--- src/hw/rtl/srks_pkg.sv ---
package srks_pkg;

  localparam int KEY_W             = 7;
  localparam int CNT_W             = 4;
  localparam int BYTE_W            = 8;
  localparam int BIT_W             = $clog2(BYTE_W);
  localparam int HELD_SLOTS        = 3;
  localparam int SLOT_W            = $clog2(HELD_SLOTS);
  localparam int MAX_KEYS          = 64;
  localparam int DEF_MAX_REGISTERS = 8;
  localparam int QUEUE_DEPTH       = 4;
  localparam int CFG_IDX_W         = 1;
  localparam int CFG_DATA_W        = 7;

  localparam logic [CFG_IDX_W-1:0] REG_KEY_LIMIT      = 1'b0;
  localparam logic [CFG_IDX_W-1:0] REG_REGISTER_COUNT = 1'b1;

  localparam logic [KEY_W-1:0] KEY_LIMIT_RESET      = KEY_W'(64);
  localparam logic [CNT_W-1:0] REGISTER_COUNT_RESET = CNT_W'(1);

  typedef logic [KEY_W-1:0] key_t;

  // Pressed keys of one finished scan, already limited, ascending, zero meaning no key.
  typedef struct packed {
    key_t [HELD_SLOTS-1:0] keys;
    key_t                  limit;
  } scan_rec_t;

endpackage

--- src/hw/rtl/srks_if.sv ---
interface srks_byte_if import srks_pkg::*; ();
  logic              valid;
  logic              ready;
  logic [BYTE_W-1:0] scan_byte;

  modport source (output valid, output scan_byte, input ready);
  modport sink   (input valid, input scan_byte, output ready);
  modport mon    (input valid, input scan_byte, input ready);
endinterface

interface srks_event_if import srks_pkg::*; ();
  logic             valid;
  logic             ready;
  logic [KEY_W-1:0] key_number;
  logic             is_press;
  logic             last_event;

  modport source (output valid, output key_number, output is_press, output last_event,
                  input ready);
  modport sink   (input valid, input key_number, input is_press, input last_event,
                  output ready);
  modport mon    (input valid, input key_number, input is_press, input last_event,
                  input ready);
endinterface

interface srks_cfg_if import srks_pkg::*; ();
  logic                  valid;
  logic                  ready;
  logic [CFG_IDX_W-1:0]  index;
  logic [CFG_DATA_W-1:0] data;

  modport source (output valid, output index, output data, input ready);
  modport sink   (input valid, input index, input data, output ready);
  modport mon    (input valid, input index, input data, input ready);
endinterface

--- src/hw/rtl/srks_front.sv ---
module srks_front import srks_pkg::*; #(
  parameter int MAX_REGISTERS = DEF_MAX_REGISTERS
) (
  input  logic      clk,
  input  logic      rst,
  srks_byte_if.sink scan,
  srks_cfg_if.sink  cfg,
  input  logic      q_full,
  output logic      q_push,
  output scan_rec_t q_rec
);

  localparam int IDX_W = (MAX_REGISTERS > 1) ? $clog2(MAX_REGISTERS) : 1;

  logic [KEY_W-1:0]      key_limit;
  logic [CNT_W-1:0]      register_count;
  logic [IDX_W-1:0]      byte_index;
  logic [1:0]            press_count;
  logic                  scan_stopped;
  key_t [HELD_SLOTS-1:0] held_keys;

  logic [1:0]            press_count_next;
  logic                  scan_stopped_next;
  key_t [HELD_SLOTS-1:0] held_keys_next;

  logic [CNT_W-1:0] eff_count;
  key_t             eff_limit;
  logic             at_last;
  logic             accept;

  always_comb begin
    if (register_count == '0) begin
      eff_count = CNT_W'(1);
    end else if (register_count > CNT_W'(MAX_REGISTERS)) begin
      eff_count = CNT_W'(MAX_REGISTERS);
    end else begin
      eff_count = register_count;
    end
    if (key_limit == '0) begin
      eff_limit = KEY_W'(1);
    end else if (key_limit > KEY_W'(MAX_KEYS)) begin
      eff_limit = KEY_W'(MAX_KEYS);
    end else begin
      eff_limit = key_limit;
    end
  end

  assign at_last   = (CNT_W'(byte_index) + CNT_W'(1)) >= eff_count;
  assign scan.ready = !(q_full && at_last);
  assign cfg.ready  = 1'b1;
  assign accept     = scan.valid && scan.ready;
  assign q_push     = accept && at_last;

  // The first three pressed keys take slots; a fourth press stops the scan.
  always_comb begin
    press_count_next  = press_count;
    scan_stopped_next = scan_stopped;
    held_keys_next    = held_keys;
    for (int b = 0; b < BYTE_W; b++) begin
      if (!scan_stopped_next && !scan.scan_byte[b]) begin
        if (press_count_next < 2'(HELD_SLOTS)) begin
          held_keys_next[SLOT_W'(press_count_next)] =
            KEY_W'({byte_index, BIT_W'(b)}) + KEY_W'(1);
          press_count_next = press_count_next + 2'd1;
        end else begin
          scan_stopped_next = 1'b1;
        end
      end
    end
  end

  always_comb begin
    q_rec.limit = eff_limit;
    for (int i = 0; i < HELD_SLOTS; i++) begin
      if (held_keys_next[i] != '0 && held_keys_next[i] <= eff_limit) begin
        q_rec.keys[i] = held_keys_next[i];
      end else begin
        q_rec.keys[i] = '0;
      end
    end
  end

  always_ff @(posedge clk) begin
    if (rst) begin
      key_limit      <= KEY_LIMIT_RESET;
      register_count <= REGISTER_COUNT_RESET;
      byte_index     <= '0;
      press_count    <= '0;
      scan_stopped   <= 1'b0;
      held_keys      <= '0;
    end else begin
      if (cfg.valid && cfg.ready) begin
        unique case (cfg.index)
          REG_KEY_LIMIT:      key_limit      <= KEY_W'(cfg.data);
          REG_REGISTER_COUNT: register_count <= cfg.data[CNT_W-1:0];
          default: ;
        endcase
      end
      if (accept) begin
        if (at_last) begin
          byte_index   <= '0;
          press_count  <= '0;
          scan_stopped <= 1'b0;
          held_keys    <= '0;
        end else begin
          byte_index   <= byte_index + IDX_W'(1);
          press_count  <= press_count_next;
          scan_stopped <= scan_stopped_next;
          held_keys    <= held_keys_next;
        end
      end
    end
  end

endmodule

--- src/hw/rtl/srks_queue.sv ---
module srks_queue import srks_pkg::*; (
  input  logic      clk,
  input  logic      rst,
  input  logic      push,
  input  scan_rec_t rec_in,
  input  logic      pop,
  output logic      full,
  output logic      empty,
  output scan_rec_t head
);

  localparam int PTR_W = $clog2(QUEUE_DEPTH);

  scan_rec_t        entries [QUEUE_DEPTH];
  logic [PTR_W-1:0] wr_ptr;
  logic [PTR_W-1:0] rd_ptr;
  logic [PTR_W:0]   count;

  assign full  = count == (PTR_W+1)'(QUEUE_DEPTH);
  assign empty = count == '0;
  assign head  = entries[rd_ptr];

  always_ff @(posedge clk) begin
    if (push && !full) begin
      entries[wr_ptr] <= rec_in;
    end
  end

  always_ff @(posedge clk) begin
    if (rst) begin
      wr_ptr <= '0;
      rd_ptr <= '0;
      count  <= '0;
    end else begin
      if (push && !full) begin
        wr_ptr <= wr_ptr + PTR_W'(1);
      end
      if (pop && !empty) begin
        rd_ptr <= rd_ptr + PTR_W'(1);
      end
      case ({push && !full, pop && !empty})
        2'b10:   count <= count + (PTR_W+1)'(1);
        2'b01:   count <= count - (PTR_W+1)'(1);
        default: count <= count;
      endcase
    end
  end

endmodule

--- src/hw/rtl/srks_back.sv ---
module srks_back import srks_pkg::*; (
  input  logic         clk,
  input  logic         rst,
  input  logic         q_empty,
  input  scan_rec_t    q_head,
  output logic         q_pop,
  srks_event_if.source events
);

  key_t [HELD_SLOTS-1:0] down_keys;
  key_t [HELD_SLOTS-1:0] new_keys;
  key_t [HELD_SLOTS-1:0] old_keys;
  logic [HELD_SLOTS-1:0] new_mask;
  logic [HELD_SLOTS-1:0] old_mask;
  logic                  out_valid;
  key_t                  out_key;
  logic                  out_press;
  logic                  out_last;

  key_t [HELD_SLOTS-1:0] load_old;
  logic [HELD_SLOTS-1:0] load_new_mask;
  logic [HELD_SLOTS-1:0] load_old_mask;
  logic                  busy;
  logic                  load;
  logic                  fire;
  logic                  has_new;
  logic                  has_old;
  logic [SLOT_W-1:0]     new_sel;
  logic [SLOT_W-1:0]     old_sel;
  logic                  pick_new;

  assign busy  = |{new_mask, old_mask};
  assign load  = !busy && !q_empty;
  assign q_pop = load;
  assign fire  = busy && (!out_valid || events.ready);

  // Keys stored as down but above the new limit drop out silently.
  always_comb begin
    for (int j = 0; j < HELD_SLOTS; j++) begin
      load_old[j] = (down_keys[j] <= q_head.limit) ? down_keys[j] : '0;
    end
    for (int i = 0; i < HELD_SLOTS; i++) begin
      load_new_mask[i] = q_head.keys[i] != '0;
      load_old_mask[i] = load_old[i] != '0;
    end
    for (int i = 0; i < HELD_SLOTS; i++) begin
      for (int j = 0; j < HELD_SLOTS; j++) begin
        if (q_head.keys[i] != '0 && q_head.keys[i] == load_old[j]) begin
          load_new_mask[i] = 1'b0;
          load_old_mask[j] = 1'b0;
        end
      end
    end
  end

  // Both lists are ascending, so the lowest pending entry of each is a merge head.
  always_comb begin
    has_new = |new_mask;
    has_old = |old_mask;
    new_sel = '0;
    old_sel = '0;
    for (int i = HELD_SLOTS - 1; i >= 0; i--) begin
      if (new_mask[i]) begin
        new_sel = SLOT_W'(i);
      end
      if (old_mask[i]) begin
        old_sel = SLOT_W'(i);
      end
    end
    pick_new = has_new && (!has_old || new_keys[new_sel] < old_keys[old_sel]);
  end

  always_ff @(posedge clk) begin
    if (rst) begin
      down_keys <= '0;
      new_mask  <= '0;
      old_mask  <= '0;
      out_valid <= 1'b0;
    end else begin
      if (load) begin
        down_keys <= q_head.keys;
        new_keys  <= q_head.keys;
        old_keys  <= load_old;
        new_mask  <= load_new_mask;
        old_mask  <= load_old_mask;
      end
      if (fire) begin
        out_valid <= 1'b1;
        out_last  <= $countones({new_mask, old_mask}) == 1;
        out_press <= pick_new;
        if (pick_new) begin
          out_key            <= new_keys[new_sel];
          new_mask[new_sel]  <= 1'b0;
        end else begin
          out_key            <= old_keys[old_sel];
          old_mask[old_sel]  <= 1'b0;
        end
      end else if (events.ready) begin
        out_valid <= 1'b0;
      end
    end
  end

  assign events.valid      = out_valid;
  assign events.key_number = out_key;
  assign events.is_press   = out_press;
  assign events.last_event = out_last;

endmodule

--- src/hw/rtl/shift_register_key_scanner.sv ---
// Key scanner for a chain of parallel-in shift registers with three-key rollover. One byte
// of the chain is taken per transfer, one transfer per cycle, and register_count bytes
// (held to 1..MAX_REGISTERS) make a scan; a zero bit is a pressed key, numbered from 1
// upward starting at bit zero of the first byte. When the last byte of a scan is taken, its
// pressed keys go into a four-entry queue, and the event side then loads the scan and gives
// its press or release events one at a time (up to six, ascending key order, last_event set
// on the final one), while the byte side keeps taking bytes. The byte side stalls only on
// the last byte of a scan when the queue is full. Configuration writes are never stalled.
module shift_register_key_scanner import srks_pkg::*; #(
  parameter int MAX_REGISTERS = DEF_MAX_REGISTERS
) (
  input  logic         clk,
  input  logic         rst,
  srks_byte_if.sink    scan,
  srks_cfg_if.sink     cfg,
  srks_event_if.source events
);

  logic      q_full;
  logic      q_empty;
  logic      q_push;
  logic      q_pop;
  scan_rec_t q_rec;
  scan_rec_t q_head;

  srks_front #(
    .MAX_REGISTERS (MAX_REGISTERS)
  ) u_front (
    .clk    (clk),
    .rst    (rst),
    .scan   (scan),
    .cfg    (cfg),
    .q_full (q_full),
    .q_push (q_push),
    .q_rec  (q_rec)
  );

  srks_queue u_queue (
    .clk    (clk),
    .rst    (rst),
    .push   (q_push),
    .rec_in (q_rec),
    .pop    (q_pop),
    .full   (q_full),
    .empty  (q_empty),
    .head   (q_head)
  );

  srks_back u_back (
    .clk     (clk),
    .rst     (rst),
    .q_empty (q_empty),
    .q_head  (q_head),
    .q_pop   (q_pop),
    .events  (events)
  );

endmodule

--- src/flat_wrapper.sv ---
// flat-port wrapper written by rule: the top's interface ports become plain ports
module shift_register_key_scanner_flat import srks_pkg::*;
#(
  parameter int MAX_REGISTERS = DEF_MAX_REGISTERS
)
  (clk, rst, scan_valid, scan_scan_byte, scan_ready, cfg_valid, cfg_index, cfg_data, cfg_ready, events_valid, events_key_number, events_is_press, events_last_event, events_ready);
  srks_byte_if scan_i ();
  srks_cfg_if cfg_i ();
  srks_event_if events_i ();
  input  logic clk;
  input  logic rst;
  input wire logic [$bits(scan_i.valid)-1:0] scan_valid;
  input wire logic [$bits(scan_i.scan_byte)-1:0] scan_scan_byte;
  output wire logic [$bits(scan_i.ready)-1:0] scan_ready;
  input wire logic [$bits(cfg_i.valid)-1:0] cfg_valid;
  input wire logic [$bits(cfg_i.index)-1:0] cfg_index;
  input wire logic [$bits(cfg_i.data)-1:0] cfg_data;
  output wire logic [$bits(cfg_i.ready)-1:0] cfg_ready;
  output wire logic [$bits(events_i.valid)-1:0] events_valid;
  output wire logic [$bits(events_i.key_number)-1:0] events_key_number;
  output wire logic [$bits(events_i.is_press)-1:0] events_is_press;
  output wire logic [$bits(events_i.last_event)-1:0] events_last_event;
  input wire logic [$bits(events_i.ready)-1:0] events_ready;
  assign scan_i.valid = scan_valid;
  assign scan_i.scan_byte = scan_scan_byte;
  assign scan_ready = scan_i.ready;
  assign cfg_i.valid = cfg_valid;
  assign cfg_i.index = cfg_index;
  assign cfg_i.data = cfg_data;
  assign cfg_ready = cfg_i.ready;
  assign events_valid = events_i.valid;
  assign events_key_number = events_i.key_number;
  assign events_is_press = events_i.is_press;
  assign events_last_event = events_i.last_event;
  assign events_i.ready = events_ready;
  shift_register_key_scanner #(.MAX_REGISTERS(MAX_REGISTERS)) u_core (.clk(clk), .rst(rst), .scan(scan_i), .cfg(cfg_i), .events(events_i));
endmodule
--- config.mk ---
export PLATFORM = sky130hd
export DESIGN_NAME = shift_register_key_scanner_flat
export DESIGN_NICKNAME = d
export VERILOG_FILES = /design/src/hw/rtl/srks_pkg.sv /design/src/hw/rtl/srks_if.sv /design/src/hw/rtl/srks_front.sv /design/src/hw/rtl/srks_queue.sv /design/src/hw/rtl/srks_back.sv /design/src/hw/rtl/shift_register_key_scanner.sv /design/src/flat_wrapper.sv
export SDC_FILE = /design/constraint.sdc
export NUM_CORES = 1
export LEC_CHECK = 0
export ABC_CLOCK_PERIOD_IN_PS = 15250
export BUFFER_PORTS_ARGS = -buffer_cell sky130_fd_sc_hd__buf_2
export CORE_UTILIZATION = 55
export CTS_BUF_LIST = sky130_fd_sc_hd__clkbuf_4 sky130_fd_sc_hd__clkbuf_8
export DETAILED_ROUTE_END_ITERATION = 10
export PLACE_DENSITY = 0.71
export REMOVE_ABC_BUFFERS = 1
export SYNTH_ARGS = -nofsm -noshare
export SYNTH_HDL_FRONTEND = slang
export SYNTH_HIERARCHICAL = 1
export SYNTH_SLANG_ARGS = --single-unit
--- constraint.sdc ---
create_clock -name clk -period 15.25 [get_ports clk]
set_clock_uncertainty 0.2 [all_clocks]
set_input_delay 2.2875 -clock clk [delete_from_list [all_inputs] [get_ports clk]]
set_output_delay 2.2875 -clock clk [all_outputs]
set_load 0.01 [all_outputs]
==> impl_metrics.env <==
export IMPL_hold_viol_final=0
export IMPL_synth_edf_count=163
export IMPL_nets=1446
export IMPL_final_cell_area_um2=15000
export IMPL_hp_start="u_core/u_front/key_limit[0]$_SDFFE_PP0P_"
export IMPL_regToRegEndpoint="u_core/u_queue/entries[3][25]$_DFFE_PP_"
export IMPL_drc_errors=0
export IMPL_diodes=0
export IMPL_crit_path_max_incr_delay_ns=0.46
export IMPL_rsz0062_at_grt="no"
export IMPL_cap_violations=0
export IMPL_boundaryPins=33
export IMPL_cts_sink_count=238
export IMPL_timing_rr_start="u_core/u_front/scan_stopped$_SDFFE_PP0P_"
export IMPL_yosys_cell_types_count=107
export IMPL_dpl_cell_area_um2=14100
export IMPL_ys_flop_type="edfxtp_1"
export IMPL_antenna_left=0
export IMPL_hold_path_class="register to register"
export IMPL_yosysMostFrequentCell="edfxtp_1"
export IMPL_grt_ovfl_total=0
export IMPL_fin_crit_ns=6.90
export IMPL_post_route_worst_setup_slack_ns=8.35
export IMPL_cts_tree="done"
export IMPL_num_rows=57
export IMPL_fmax_mhz=145
export IMPL_synth_top_area_share=0.352
export IMPL_start_util=0.567
export IMPL_yosysSeqAreaShare=0.460
export IMPL_grt_max_degree=60
export IMPL_synth_area_um2=13900
export IMPL_hpwl_um=24600
export IMPL_fp_dieH_um=161
export IMPL_arrival_ns=6.98
export IMPL_die_w_um=161
export IMPL_fin_crit_sh=0.452
export IMPL_grt_pass1_vias=10200
export IMPL_antenna_found_initial=0
export IMPL_p_leak_nw=5.59
export IMPL_routedWlPerCell_um=20.3
export IMPL_power_density_nw_per_um2=178
export IMPL_finalPower_mw=2.66
export IMPL_cp_required_ns=15.33
export IMPL_worst_setup_path_start_kind="input pin"
export IMPL_via_count=10700
export IMPL_die_area_um2=25900
export IMPL_io_buffers=31
export IMPL_drt_initial_drc_count=1042
export IMPL_slew_violations=0
export IMPL_worst_slew_pin_slew_ns=1.15
export IMPL_synthArstFlopShare=0
export IMPL_syn_inst=1352
export IMPL_areaGrowthSynthToFinish_pct=7.73
export IMPL_rrSetupSlack_ns=9.70
export IMPL_grt_pass1_wl_um=55200
export IMPL_crit_path_end_kind="register"
export IMPL_crit_path_top_delay_cell="a41oi_1"
export IMPL_ys_top_cells_by_count="edfxtp_1 (163), nand2_1 (127), nor2_1 (124)"
export IMPL_syn_avg_cell_area_um2=10.3
export IMPL_post_cts_buffers=0
export IMPL_cts_hold_fix_buffers=0
export IMPL_ys_top_cells_by_area="edfxtp_1 (35%), dfxtp_1 (11%), ha_1 (5.9%)"
export IMPL_cp_startpoint="scan_scan_byte[0]"
export IMPL_r2r_cells=21
export IMPL_finalWirelength_um=34800
export IMPL_synth_yosys_warnings=6
export IMPL_final_cells=1713
export IMPL_core_um2=24500
export IMPL_fin_hold_ws_ns=0.261
export IMPL_cts_clk_slew_worst_paths_ns=0.06
export IMPL_ys_ff_latch=238
export IMPL_crit_fanout=19
export IMPL_synth_area_leader_cell="edfxtp_1"
export IMPL_cts_buffer_depth=3
export IMPL_place_congestion=0.959
export IMPL_setup_violations=0
export IMPL_tns_ns=0
export IMPL_cp_cell_sequence="buf_2 -> nor2_1 -> o311a_1 -> or2_2 -> a311oi_2 -> nand3_1 -> o31ai_1 -> a21o_1 -> nand2_1 -> o21ai_0 -> inv_1 -> ha_1 -> nor2b_1 -> o21ai_0 -> nand2b_1 -> a21oi_1 -> nor2b_1 -> o21ai_0 -> nand2b_1 -> a21oi_1 -> a41oi_1 -> and2b_1"
export IMPL_numCtsBuffers=42
export IMPL_via_per_inst=6.26
export IMPL_worstSetupEndpoint="u_core/u_queue/entries[3][25]$_DFFE_PP_"
export IMPL_ir_drop_v=0.000106
export IMPL_layout_drive_gt1_share=0.132
export IMPL_maxSlewHeadroom=0.229
export IMPL_run_status="complete, no violations"
export IMPL_clockRootBuffer="clkbuf_8"
export IMPL_ctsResizeCount=0
export IMPL_place_inst=1636
export IMPL_final_core_util=0.611
export IMPL_cts_htree_levels=2
export IMPL_firstDrtPassIters=6
export IMPL_place_ws_ns=7.86
export IMPL_track_usage=0.271
export IMPL_critical_path_class="input pin to register"
export IMPL_insertion_delay_ns=0.56
export IMPL_worst_path_most_repeated_cell="o21ai_0"
## metal layers
layer,share of wire,wire [um],track usage,up-vias
met5,0,0,0,-
met3,0.071,2460,0.0403,83
met4,0.032,1110,0.102,0
met1,0.42,14700,0.362,5115
li1,-,-,-,5083
met2,0.48,16500,0.448,439
## how the worst min path moves through the flow
stage,to,slack [ns],cells past startpoint
final,u_core/u_front/key_limit[0]$_SDFFE_PP0P_,0.26,2
after global routing,u_core/u_front/key_limit[0]$_SDFFE_PP0P_,0.29,2
after CTS,u_core/u_front/key_limit[0]$_SDFFE_PP0P_,0.26,2
after detailed placement,u_core/u_front/held_keys[16]$_SDFFE_PP0P_,0.24,2
after global placement,u_core/u_front/held_keys[17]$_SDFFE_PP0P_,0.24,2
after floorplan,u_core/u_front/held_keys[16]$_SDFFE_PP0P_,0.22,2
## registers in the layout, summed over array words and instances (netlist names), 2 cells and up, named ones only
name and flops:
u_core/u_back/old_keys 21, u_core/u_front/key_limit 7, u_core/u_back/old_mask 3, u_core/u_queue/wr_ptr 2, u_core/u_queue/rd_ptr 2, u_core/u_back/new_mask 3
u_core/u_back/events.key_number 7, u_core/u_front/held_keys 21, u_core/u_back/down_keys 21, u_core/u_queue/count 3, u_core/u_back/new_keys 21, u_core/u_front/register_count 4
u_core/u_front/byte_index 3, u_core/u_front/press_count 2, u_core/u_queue/entries 112
## report_power, final
| group | switching (mW) | total [mW] | leakage [nW] | internal, mW |
|---|---|---|---|---|
| registers | 0.105 | 0.958 | 2.12 | 0.852 |
| clock network | 0.259 | 0.596 | 0.456 | 0.337 |
| logic | 0.698 | 1.11 | 3.01 | 0.414 |
## cells by family after synthesis
family                     Yosys count  synth area share
DFF                                238             0.460
AOI/OAI and AO/OA                  365             0.189
buffers and inverters              164            0.0533
muxes                               44            0.0594
and+or+nand+nor                    444             0.157
other                                1          0.000269
adders and majority gates           70            0.0644
xor gates and xnor gates            26            0.0164
## final cells by class
class	instances	area [um^2]
multi-input cells	950	6790
flip-flops and latches	238	6400
clock buffers	58	704
well taps	324	405
inverters	84	315
repair buffers	40	223
clock inverters	19	159
fillers	2048	9540
## layout by cell type (no fill, tap or decap), types with 16 or more instances in the layout
| cell type | instances |
|---|---|
| edfxtp_1 | 163 |
| nand2_1 | 127 |
| nor2b_1 | 17 |
| nor2_1 | 123 |
| a22oi_1 | 26 |
| a21oi_1 | 91 |
| dfxtp_1 | 74 |
| ha_1 | 66 |
| mux4_2 | 20 |
| clkbuf_8 | 43 |
| nand3_1 | 32 |
| o22ai_1 | 16 |
| inv_1 | 82 |
| and2_1 | 17 |
| o21ai_0 | 50 |
| nand2b_1 | 19 |
| a31oi_1 | 17 |
| nor3_1 | 27 |
| buf_2 | 31 |
## critical path: cells and delay by family
kind	cells	cell delay [ns]
adders and majority gates	1	0.29
AOI/OAI and AO/OA	10	2.29
and+or+nand+nor	9	1.74
buffers and inverters	2	0.37
Power figures use the tool's default switching activity.
